<file path="src/sv/tesd_pkg.sv">
// Shared types and constants for the touch event slot decoder.
// No dependencies; imported by every module of the block.
package tesd_pkg;

	localparam int SLOT_COUNT  = 10;
	localparam int FIFO_DEPTH  = 32;
	localparam int QUEUE_DEPTH = 4;

	localparam int CNT_W  = $clog2(FIFO_DEPTH);
	localparam int STEP_W = $clog2(SLOT_COUNT + 3);
	localparam int QPTR_W = $clog2(QUEUE_DEPTH);
	localparam int QCNT_W = $clog2(QUEUE_DEPTH + 1);

	// event ids (head byte bits 1-0)
	localparam logic [1:0] EVID_COORD  = 2'd0;
	localparam logic [1:0] EVID_STATUS = 2'd1;

	// coordinate actions (head byte bits 7-6)
	localparam logic [1:0] ACT_PRESS   = 2'd1;
	localparam logic [1:0] ACT_MOVE    = 2'd2;
	localparam logic [1:0] ACT_RELEASE = 2'd3;

	// touch types
	localparam logic [3:0] TTYPE_NORMAL = 4'd0;
	localparam logic [3:0] TTYPE_GLOVE  = 4'd3;
	localparam logic [3:0] TTYPE_PALM   = 4'd5;
	localparam logic [3:0] TTYPE_WET    = 4'd6;

	// status events
	localparam logic [3:0] STYPE_ERROR          = 4'd1;
	localparam logic [7:0] ERR_EVENT_QUEUE_FULL = 8'h01;
	localparam logic [7:0] ERR_EVENT_ESD        = 8'h02;

	// configuration register indexes
	localparam logic [2:0] REG_PANEL_MAX_X = 3'd0;
	localparam logic [2:0] REG_PANEL_MAX_Y = 3'd1;
	localparam logic [2:0] REG_INVERT_X    = 3'd2;
	localparam logic [2:0] REG_INVERT_Y    = 3'd3;
	localparam logic [2:0] REG_SWAP_XY     = 3'd4;

	typedef enum logic [1:0] {
		KIND_ACTIVE   = 2'd0,
		KIND_INACTIVE = 2'd1,
		KIND_SYNC     = 2'd2,
		KIND_ALARM    = 2'd3
	} kind_t;

	typedef enum logic [2:0] {
		OP_NONE     = 3'd0,
		OP_ACTIVE   = 3'd1,
		OP_INACTIVE = 3'd2,
		OP_QFULL    = 3'd3,
		OP_ALARM    = 3'd4
	} op_t;

	typedef struct packed {
		logic        swap_xy;
		logic        invert_y;
		logic        invert_x;
		logic [11:0] panel_max_y;
		logic [11:0] panel_max_x;
	} cfg_t;

	// one classified event on its way to the back end
	typedef struct packed {
		op_t         op;
		logic        end_batch;
		logic [3:0]  slot;
		logic [11:0] pos_x;
		logic [11:0] pos_y;
		logic [7:0]  touch_major;
		logic [7:0]  touch_minor;
	} cmd_t;

endpackage

</file>
<file path="src/sv/tesd_front.sv">
// Front end: batch counting and event classification.
// Depends on tesd_pkg.
module tesd_front
	import tesd_pkg::*;
(
	input  logic       clk,
	input  logic       arst_n,
	input  logic       accept,
	input  cfg_t       cfg,
	input  logic [7:0] head_byte,
	input  logic [7:0] info_byte,
	input  logic [7:0] y_high_byte,
	input  logic [7:0] xy_low_byte,
	input  logic [7:0] major_byte,
	input  logic [7:0] minor_byte,
	input  logic [7:0] type_high_byte,
	input  logic [7:0] tail_byte,
	output logic       push,
	output cmd_t       cmd
);

	logic [CNT_W-1:0] remain_q;
	logic             in_batch_q;
	logic [CNT_W-1:0] remain_nxt;
	logic [6:0]       raw_cnt;
	logic             end_batch;

	logic [1:0]  evid;
	logic [3:0]  tid;
	logic [1:0]  action;
	logic [3:0]  ttype;
	logic [11:0] x_raw, y_raw, x_inv, y_inv;
	logic        tid_ok, ttype_ok;

	assign raw_cnt = {1'b0, tail_byte[5:0]};

	always_comb begin
		if (!in_batch_q) begin
			if (raw_cnt >= 7'(FIFO_DEPTH)) begin
				remain_nxt = CNT_W'(FIFO_DEPTH - 1);
			end else begin
				remain_nxt = CNT_W'(raw_cnt);
			end
		end else begin
			// inside a batch the count is at least one
			remain_nxt = remain_q - CNT_W'(1);
		end
		end_batch = (remain_nxt == '0);
	end

	always_ff @(posedge clk or negedge arst_n) begin
		if (!arst_n) begin
			remain_q   <= '0;
			in_batch_q <= 1'b0;
		end else if (accept) begin
			remain_q   <= remain_nxt;
			in_batch_q <= !end_batch;
		end
	end

	assign evid   = head_byte[1:0];
	assign tid    = head_byte[5:2];
	assign action = head_byte[7:6];
	assign ttype  = {type_high_byte[7:6], tail_byte[7:6]};
	assign x_raw  = {info_byte, xy_low_byte[7:4]};
	assign y_raw  = {y_high_byte, xy_low_byte[3:0]};

	assign tid_ok   = ({1'b0, tid} < 5'(SLOT_COUNT));
	assign ttype_ok = (ttype == TTYPE_NORMAL) || (ttype == TTYPE_GLOVE) ||
	                  (ttype == TTYPE_PALM) || (ttype == TTYPE_WET);

	// mirror clamps at zero
	assign x_inv = !cfg.invert_x ? x_raw :
	               (cfg.panel_max_x > x_raw) ? cfg.panel_max_x - x_raw : 12'd0;
	assign y_inv = !cfg.invert_y ? y_raw :
	               (cfg.panel_max_y > y_raw) ? cfg.panel_max_y - y_raw : 12'd0;

	always_comb begin
		cmd             = '0;
		cmd.op          = OP_NONE;
		cmd.end_batch   = end_batch;
		cmd.slot        = tid;
		unique case (evid)
			EVID_COORD: begin
				if (tid_ok && ttype_ok) begin
					if (action == ACT_PRESS || action == ACT_MOVE) begin
						cmd.op          = OP_ACTIVE;
						cmd.pos_x       = cfg.swap_xy ? y_inv : x_inv;
						cmd.pos_y       = cfg.swap_xy ? x_inv : y_inv;
						cmd.touch_major = major_byte;
						cmd.touch_minor = minor_byte;
					end else if (action == ACT_RELEASE) begin
						cmd.op = OP_INACTIVE;
					end
				end
			end
			EVID_STATUS: begin
				if (tid == STYPE_ERROR) begin
					if (info_byte == ERR_EVENT_QUEUE_FULL) begin
						cmd.op = OP_QFULL;
					end else if (info_byte == ERR_EVENT_ESD) begin
						cmd.op = OP_ALARM;
					end
				end
			end
			default: begin
			end
		endcase
	end

	// events that give no result are dropped here
	assign push = accept && ((cmd.op != OP_NONE) || end_batch);

endmodule

</file>
<file path="src/sv/tesd_queue.sv">
// Short command queue between the front and back ends.
// Depends on tesd_pkg (cmd_t, QUEUE_DEPTH).
module tesd_queue
	import tesd_pkg::*;
(
	input  logic clk,
	input  logic arst_n,
	input  logic push,
	input  cmd_t push_cmd,
	input  logic pop,
	output logic full,
	output logic empty,
	output cmd_t head
);

	cmd_t              mem_q [QUEUE_DEPTH];
	logic [QPTR_W-1:0] wr_ptr_q, rd_ptr_q;
	logic [QCNT_W-1:0] count_q;

	assign full  = (count_q == QCNT_W'(QUEUE_DEPTH));
	assign empty = (count_q == '0);
	assign head  = mem_q[rd_ptr_q];

	always_ff @(posedge clk) begin
		if (push) begin
			mem_q[wr_ptr_q] <= push_cmd;
		end
	end

	always_ff @(posedge clk or negedge arst_n) begin
		if (!arst_n) begin
			wr_ptr_q <= '0;
			rd_ptr_q <= '0;
			count_q  <= '0;
		end else begin
			if (push) begin
				wr_ptr_q <= (wr_ptr_q == QPTR_W'(QUEUE_DEPTH - 1)) ? '0 : wr_ptr_q + QPTR_W'(1);
			end
			if (pop) begin
				rd_ptr_q <= (rd_ptr_q == QPTR_W'(QUEUE_DEPTH - 1)) ? '0 : rd_ptr_q + QPTR_W'(1);
			end
			if (push && !pop) begin
				count_q <= count_q + QCNT_W'(1);
			end else if (pop && !push) begin
				count_q <= count_q - QCNT_W'(1);
			end
		end
	end

endmodule

</file>
<file path="src/sv/tesd_back.sv">
// Back end: expands commands into result items, keeps the slot mask,
// and holds the output register. Depends on tesd_pkg.
module tesd_back
	import tesd_pkg::*;
(
	input  logic        clk,
	input  logic        arst_n,
	input  logic        cmd_valid,
	input  cmd_t        cmd,
	output logic        pop,
	output logic        out_valid,
	input  logic        out_ready,
	output logic [1:0]  report_kind,
	output logic [3:0]  slot,
	output logic [11:0] pos_x,
	output logic [11:0] pos_y,
	output logic [7:0]  touch_major,
	output logic [7:0]  touch_minor,
	output logic [9:0]  active_mask,
	output logic        last
);

	logic [STEP_W-1:0]     step_q;
	logic [SLOT_COUNT-1:0] mask_q;
	logic                  valid_q;

	logic [STEP_W-1:0]     n_body, n_total;
	logic                  emit, step_last, in_body;
	kind_t                 kind_c;
	logic [3:0]            slot_c;
	logic [SLOT_COUNT-1:0] slot_bit, mask_nxt;
	logic [11:0]           x_c, y_c;
	logic [7:0]            maj_c, min_c;
	logic [9:0]            rmask_c;

	always_comb begin
		unique case (cmd.op)
			OP_ACTIVE, OP_INACTIVE, OP_ALARM: n_body = STEP_W'(1);
			OP_QFULL:                         n_body = STEP_W'(SLOT_COUNT + 1);
			default:                          n_body = '0;
		endcase
	end

	assign n_total   = n_body + STEP_W'(cmd.end_batch);
	assign step_last = (step_q == n_total - STEP_W'(1));
	assign in_body   = (step_q < n_body);
	assign emit      = cmd_valid && (!valid_q || out_ready);
	assign pop       = emit && step_last;
	assign slot_bit  = SLOT_COUNT'(1) << cmd.slot;

	always_comb begin
		kind_c   = KIND_SYNC;
		slot_c   = '0;
		x_c      = '0;
		y_c      = '0;
		maj_c    = '0;
		min_c    = '0;
		mask_nxt = mask_q;
		if (in_body) begin
			unique case (cmd.op)
				OP_ACTIVE: begin
					kind_c   = KIND_ACTIVE;
					slot_c   = cmd.slot;
					x_c      = cmd.pos_x;
					y_c      = cmd.pos_y;
					maj_c    = cmd.touch_major;
					min_c    = cmd.touch_minor;
					mask_nxt = mask_q | slot_bit;
				end
				OP_INACTIVE: begin
					kind_c   = KIND_INACTIVE;
					slot_c   = cmd.slot;
					mask_nxt = mask_q & ~slot_bit;
				end
				OP_ALARM: begin
					kind_c = KIND_ALARM;
				end
				OP_QFULL: begin
					// release every slot, then a sync that clears the mask
					if (step_q < STEP_W'(SLOT_COUNT)) begin
						kind_c = KIND_INACTIVE;
						slot_c = 4'(step_q);
					end else begin
						mask_nxt = '0;
					end
				end
				default: begin
				end
			endcase
		end
		// sync items carry the zero-extended mask, the QFULL sync reports zero
		rmask_c = (kind_c == KIND_SYNC && !(cmd.op == OP_QFULL && in_body)) ?
		          10'(mask_q) : 10'd0;
	end

	always_ff @(posedge clk or negedge arst_n) begin
		if (!arst_n) begin
			step_q  <= '0;
			mask_q  <= '0;
			valid_q <= 1'b0;
		end else begin
			if (emit) begin
				valid_q <= 1'b1;
				mask_q  <= mask_nxt;
				step_q  <= step_last ? '0 : step_q + STEP_W'(1);
			end else if (out_ready) begin
				valid_q <= 1'b0;
			end
		end
	end

	always_ff @(posedge clk) begin
		if (emit) begin
			report_kind <= kind_c;
			slot        <= slot_c;
			pos_x       <= x_c;
			pos_y       <= y_c;
			touch_major <= maj_c;
			touch_minor <= min_c;
			active_mask <= rmask_c;
			last        <= step_last;
		end
	end

	assign out_valid = valid_q;

endmodule

</file>
<file path="src/sv/touch_event_slot_decoder.sv">
// Top level of the touch event slot decoder: configuration registers,
// front end, command queue and back end. Depends on tesd_pkg and all tesd_ modules.
//
// Takes one touch-controller event record per item (its first eight bytes)
// and turns it into multitouch slot reports. The front end counts events in
// the current batch (the first event's tail byte gives how many follow,
// clamped to 31), decodes the record, applies inversion and swap, and drops
// events that give no result. It accepts an item in any cycle in which the
// four-entry command queue has room, so items can arrive back to back.
// The back end turns each queued command into its results at one result per
// cycle while out_ready takes them, through a registered output:
// press/move/release/alarm give one, a queue-full error gives eleven (ten
// releases and a sync), and the last event of a batch adds a frame sync
// carrying the active-slot mask. An item thus gives from 0 to 12 results,
// and that output port is what bounds sustained throughput. The "last" flag
// marks the final result of each item. Configuration registers are written
// through cfg_we/cfg_index/cfg_data and should change only while idle.
module touch_event_slot_decoder
	import tesd_pkg::*;
(
	input  logic        clk,
	input  logic        arst_n,
	// configuration write port
	input  logic        cfg_we,
	input  logic [2:0]  cfg_index,
	input  logic [11:0] cfg_data,
	// input items
	input  logic        in_valid,
	output logic        in_ready,
	input  logic [7:0]  head_byte,
	input  logic [7:0]  info_byte,
	input  logic [7:0]  y_high_byte,
	input  logic [7:0]  xy_low_byte,
	input  logic [7:0]  major_byte,
	input  logic [7:0]  minor_byte,
	input  logic [7:0]  type_high_byte,
	input  logic [7:0]  tail_byte,
	// result items
	output logic        out_valid,
	input  logic        out_ready,
	output logic [1:0]  report_kind,
	output logic [3:0]  slot,
	output logic [11:0] pos_x,
	output logic [11:0] pos_y,
	output logic [7:0]  touch_major,
	output logic [7:0]  touch_minor,
	output logic [9:0]  active_mask,
	output logic        last
);

	cfg_t cfg_q;
	logic accept, push, pop, q_full, q_empty;
	cmd_t front_cmd, head_cmd;

	always_ff @(posedge clk or negedge arst_n) begin
		if (!arst_n) begin
			cfg_q.panel_max_x <= 12'hfff;
			cfg_q.panel_max_y <= 12'hfff;
			cfg_q.invert_x    <= 1'b0;
			cfg_q.invert_y    <= 1'b0;
			cfg_q.swap_xy     <= 1'b0;
		end else if (cfg_we) begin
			unique case (cfg_index)
				REG_PANEL_MAX_X: cfg_q.panel_max_x <= cfg_data;
				REG_PANEL_MAX_Y: cfg_q.panel_max_y <= cfg_data;
				REG_INVERT_X:    cfg_q.invert_x    <= cfg_data[0];
				REG_INVERT_Y:    cfg_q.invert_y    <= cfg_data[0];
				REG_SWAP_XY:     cfg_q.swap_xy     <= cfg_data[0];
				default: begin
				end
			endcase
		end
	end

	// an item is taken whenever the queue can hold its command
	assign in_ready = !q_full;
	assign accept   = in_valid && in_ready;

	tesd_front u_front (
		.clk            (clk),
		.arst_n         (arst_n),
		.accept         (accept),
		.cfg            (cfg_q),
		.head_byte      (head_byte),
		.info_byte      (info_byte),
		.y_high_byte    (y_high_byte),
		.xy_low_byte    (xy_low_byte),
		.major_byte     (major_byte),
		.minor_byte     (minor_byte),
		.type_high_byte (type_high_byte),
		.tail_byte      (tail_byte),
		.push           (push),
		.cmd            (front_cmd)
	);

	tesd_queue u_queue (
		.clk      (clk),
		.arst_n   (arst_n),
		.push     (push),
		.push_cmd (front_cmd),
		.pop      (pop),
		.full     (q_full),
		.empty    (q_empty),
		.head     (head_cmd)
	);

	tesd_back u_back (
		.clk         (clk),
		.arst_n      (arst_n),
		.cmd_valid   (!q_empty),
		.cmd         (head_cmd),
		.pop         (pop),
		.out_valid   (out_valid),
		.out_ready   (out_ready),
		.report_kind (report_kind),
		.slot        (slot),
		.pos_x       (pos_x),
		.pos_y       (pos_y),
		.touch_major (touch_major),
		.touch_minor (touch_minor),
		.active_mask (active_mask),
		.last        (last)
	);

endmodule
</file>
<file path="config.mk">
export PLATFORM = sky130hd
export DESIGN_NAME = touch_event_slot_decoder
export DESIGN_NICKNAME = d
export VERILOG_FILES = /design/src/sv/tesd_pkg.sv /design/src/sv/tesd_front.sv /design/src/sv/tesd_queue.sv /design/src/sv/tesd_back.sv /design/src/sv/touch_event_slot_decoder.sv
export SDC_FILE = /design/constraint.sdc
export NUM_CORES = 1
export LEC_CHECK = 0
export BUFFER_PORTS_ARGS = -buffer_cell sky130_fd_sc_hd__buf_4
export CAP_MARGIN = 20
export CORE_MARGIN = 2
export CORE_UTILIZATION = 66
export CTS_BUF_LIST = sky130_fd_sc_hd__clkbuf_4
export CTS_CLUSTER_SIZE = 30
export DETAILED_ROUTE_END_ITERATION = 16
export PLACE_DENSITY = 0.88
export RECOVER_POWER = 100
export SYNTH_ARGS = -nofsm -noshare
export SYNTH_HDL_FRONTEND = slang
export SYNTH_HIERARCHICAL = 1
export SYNTH_SLANG_ARGS = --single-unit
</file>
<file path="constraint.sdc">
create_clock -name clk -period 6 [get_ports clk]
set_clock_uncertainty 0.15 [all_clocks]
set_input_delay 0.9 -clock clk [delete_from_list [all_inputs] [get_ports clk]]
set_output_delay 0.9 -clock clk [all_outputs]
set_load 0.005 [all_outputs]
</file>
==> reports/qor.csv <==
stage,metric,value,unit
run_status,status,"finished, violations left",
run_status,failing checks,"capacitance limit, slew limit",
clock_network,clk buf depth,3,
pwr,Int Power,4.53,mW
placement,IO buf count,136,
logic_synthesis,post-synthesis async set-or-reset flop share,18.1,%
placement,Place WS,1.37,ns
floorplanning,Die H,151,um
logic_synthesis,Yosys warning count,6,
route,Final ANT Viol Nets,0,
timing,Setup WS post-layout,0.703,ns
clock_network,Clock transition at path regs,0.08,ns
flow_run,Max-Cap Viols,6,
logic_synthesis,most common cell in the synthesized netlist,edfxtp_1,
logic_synthesis,Mapped Area,0.0142,mm2
clock_network,post-CTS resize count,0,
critical_path,"Slowest-stage cell, CP",dfrtp_1,
pwr,clock group share of total power,26.1,%
layout,fin util,76.7,%
critical_path,Critical Path Start Type,register,
floorplanning,row cnt,53,
route,routed len/inst,21.5,um
route,Pre-antenna DRT Iters,5,
timing,fmax,189,MHz
pwr,sw frac,32.8,%
timing,RSZ-0062 raised after global routing,false,
placement,hpwl dp,20500,um
logic_synthesis,Synth cell types,87,
layout,Area Overhead vs Synth,13.6,%
grt,GR Overflow Total,0,
timing,Slew Limit Fails,185,
logic_synthesis,sequential share of the synthesized area,62.4,%
logic_synthesis,Synth Register Bits,304,
clock_network,total CTS buffers,76,
pwr,Peak VDD IR,0.000210,V
logic_synthesis,post-synthesis cell count,956,
floorplanning,initial core utilization,67.5,%
critical_path,worst-path fanout max,40,
clock_network,hold_buf cts,0,
timing,Hold Fails Final Rpt,0,
timing,final worst-path cycle share,88.3,%
route,via count,9122,
layout,layout cells sized above 1,31.4,%
logic_synthesis,syn avg cell area,14.9,um2
floorplanning,core area,0.0211,mm2
min_path,Hold/Removal Path Class,in -> reg,
critical_path,crit path cell chain,buf_4 -> mux4_2 -> nand3b_1 -> ha_1 -> a211oi_1 -> o21ai_0 -> nor3_2 -> clkbuf_2 -> and2_0,
timing,final setup fails,0,
clock_network,root buffer cell,clkbuf_4,
logic_synthesis,Synthesized Nets,1079,
pwr,Seq pwr share,43.3,%
logic_synthesis,"Top FF cell, synth",edfxtp_1,
clock_network,Post-CTS Setup Bufs,0,
layout,layout net count,1254,
clock_network,clock network latency to the later pin of the worst-skew pair,0.70,ns
route,Vias per Instance,6.21,
route,Initial DRC Count,897,
placement,Routability Congestion,0.946,
logic_synthesis,Post-synth EDFFs,249,
timing,Final min period,5.30,ns
critical_path,Required @ worst endpoint,6.27,ns
critical_path,reg2reg setup slack,0.70,ns
floorplanning,count of boundary I/O pins,143,
timing,Worst Max-Slew Pin Slew,3.01,ns
pwr,Leakage,6.11,nW
critical_path,Critical Path AT,5.56,ns
logic_synthesis,synth top area cells,"edfxtp_1, mux4_2, dfrtp_1",
clock_network,deepest level of the CTS H-tree,3,
floorplanning,Die Width,151,um
grt,Overall Global Routing Usage,28.5,%
route,drt total wl,31600,um
critical_path,Setup crit end kind,register,
logic_synthesis,synth cell count leaders,"edfxtp_1, and2_1, mux4_2, nor2_1, inv_1",
pwr,Comb pwr share,30.7,%
critical_path,critical path class,reg -> reg,
route,DRC Markers,0,
critical_path,max incr delay on CP,1.10,ns
pwr,pwr/cell area,417,mW/mm2
logic_synthesis,Synth area leader,edfxtp_1,
grt,largest net degree at the start of global routing,65,
grt,vias in the first global route,9161,
logic_synthesis,top-area cell type share of the netlist area,52.5,%
grt,first-pass GRT wire length,48700,um
timing,Fin Hold WS,0.299,ns
pwr,Net Sw Power,2.21,mW
timing,Final TNS setup,0,ns
clock_network,CTS tree,yes,
grt,antenna violations before repair,1,
timing,relative slew slack,-100,%
clock_network,CTS Sinks,304,
floorplanning,DIE AREA,0.0228,mm2
==> power groups by stage <==
stage / clock network (mW) / logic, mW / registers (mW)
after floorplan: 0 / 1.66 / 2.83
after global placement: 0 / 2.02 / 2.94
after detailed placement: 0 / 2.09 / 2.96
after CTS: 1.79 / 2.12 / 2.93
after global routing: 1.90 / 2.26 / 2.96
final: 1.76 / 2.07 / 2.92
==> final timing paths <==
check / start / endpoint / depth (start not counted)
max: u_queue/rd_ptr_q[1] / u_back/pos_y[7] / 9
min: cfg_data[10] / cfg_q[10] / 2
max reg2reg: u_queue/rd_ptr_q[1] / u_back/pos_y[7] / 9
min reg2reg: u_queue/count_q[2] / u_queue/count_q[2] / 1
max in group asynchronous: arst_n / u_queue/rd_ptr_q[0] / 1
min in group asynchronous: arst_n / u_back/mask_q[7] / 1
==> final cells by class <==
type                    instances  area [um2]
clock buffers                 107         803
flip-flops and latches        304        8890
inverters                      48         180
fillers                      1267        4920
diodes                          1        2.50
multi-input cells             555        4740
well taps                     275         344
repair buffers                146        1030
clock inverters                32         186
==> worst max-delay path, delay by kind of cell (launching register included) <==
family          cells  cell delay, ns
fa+ha+maj           1            0.46
buf+inv             2            1.05
mux                 1            0.50
flops               1            1.10
compound gates      2            0.79
simple gates        3            0.97
==> layer usage <==
| metal | track usage [%] | up-vias | wire length (um) |
|---|---|---|---|
| met5 | 0 | - | 0 |
| met4 | 10.9 | 0 | 871 |
| met3 | 5.81 | 76 | 2700 |
| met2 | 48.0 | 533 | 15900 |
| met1 | 36.9 | 4442 | 12100 |
| li1 | - | 4071 | - |
==> cells by family (layout without fill, tap and decap cells) <==
logic type / after synthesis / after routing / synth area share (%)
AOI/OAI and AO/OA: 181 / 181 / 9.07
xor gates and xnor gates: 28 / 28 / 1.72
adders and majority gates: 39 / 39 / 3.59
buffers and inverters: 97 / 333 / 3.76
DFF: 304 / 304 / 62.4
muxes: 79 / 79 / 10.0
other: 0 / 1 / 0
and+or+nand+nor: 228 / 228 / 9.44
==> metrics by stage <==
stage / power, mW / instance area (um2) / instances
final: 6.75 / 16200 / 1468
after global placement: 4.95 / 15300 / 1327
after CTS: 6.84 / 16300 / 1466
after global routing: 7.11 / 16200 / 1468
after floorplan: 4.48 / 14200 / 956
after detailed placement: 5.06 / 15300 / 1327
==> state kept, by name, summed over array words and instances (netlist names) <==
signal / flops
u_queue/wr_ptr_q: 2
u_back/last: 1
u_back/mask_q: 10
u_back/report_kind: 2
u_back/step_q: 4
u_queue/rd_ptr_q: 2
u_back/out_valid: 1
u_back/pos_y: 12
cfg_q: 27
u_front/in_batch_q: 1
u_back/slot: 4
u_back/pos_x: 12
u_back/active_mask: 10
u_queue/count_q: 3
u_back/touch_minor: 8
u_back/touch_major: 8
u_front/remain_q: 5
u_queue/mem_q: 192
==> cells in the final DEF (no fill, tap or decap), types with 4 or more instances in the layout <==
cell type / instances
edfxtp_1: 249
clkbuf_4: 161
buf_4: 73
and2_0: 52
nor2_1: 48
mux4_2: 48
inv_1: 47
a21oi_1: 42
ha_1: 36
dfrtp_1: 30
nand2_1: 29
mux2_2: 27
o21ai_0: 26
dfstp_2: 24
clkinv_1: 24
xnor2_1: 17
nor2b_1: 15
clkbuf_1: 14
o22ai_1: 14
nand3_1: 13
a22oi_1: 11
and2_1: 11
xor2_1: 11
a31oi_1: 10
a211oi_1: 9
a21o_1: 8
nor3_1: 8
nor4_1: 7
a22oi_2: 7
nand2b_1: 6
nor4b_1: 5
o21a_1: 5
o31ai_1: 5
clkbuf_2: 5
a221oi_1: 5
and3_1: 4
o2bb2ai_1: 4
No activity file was read; power rests on OpenSTA's default activity.
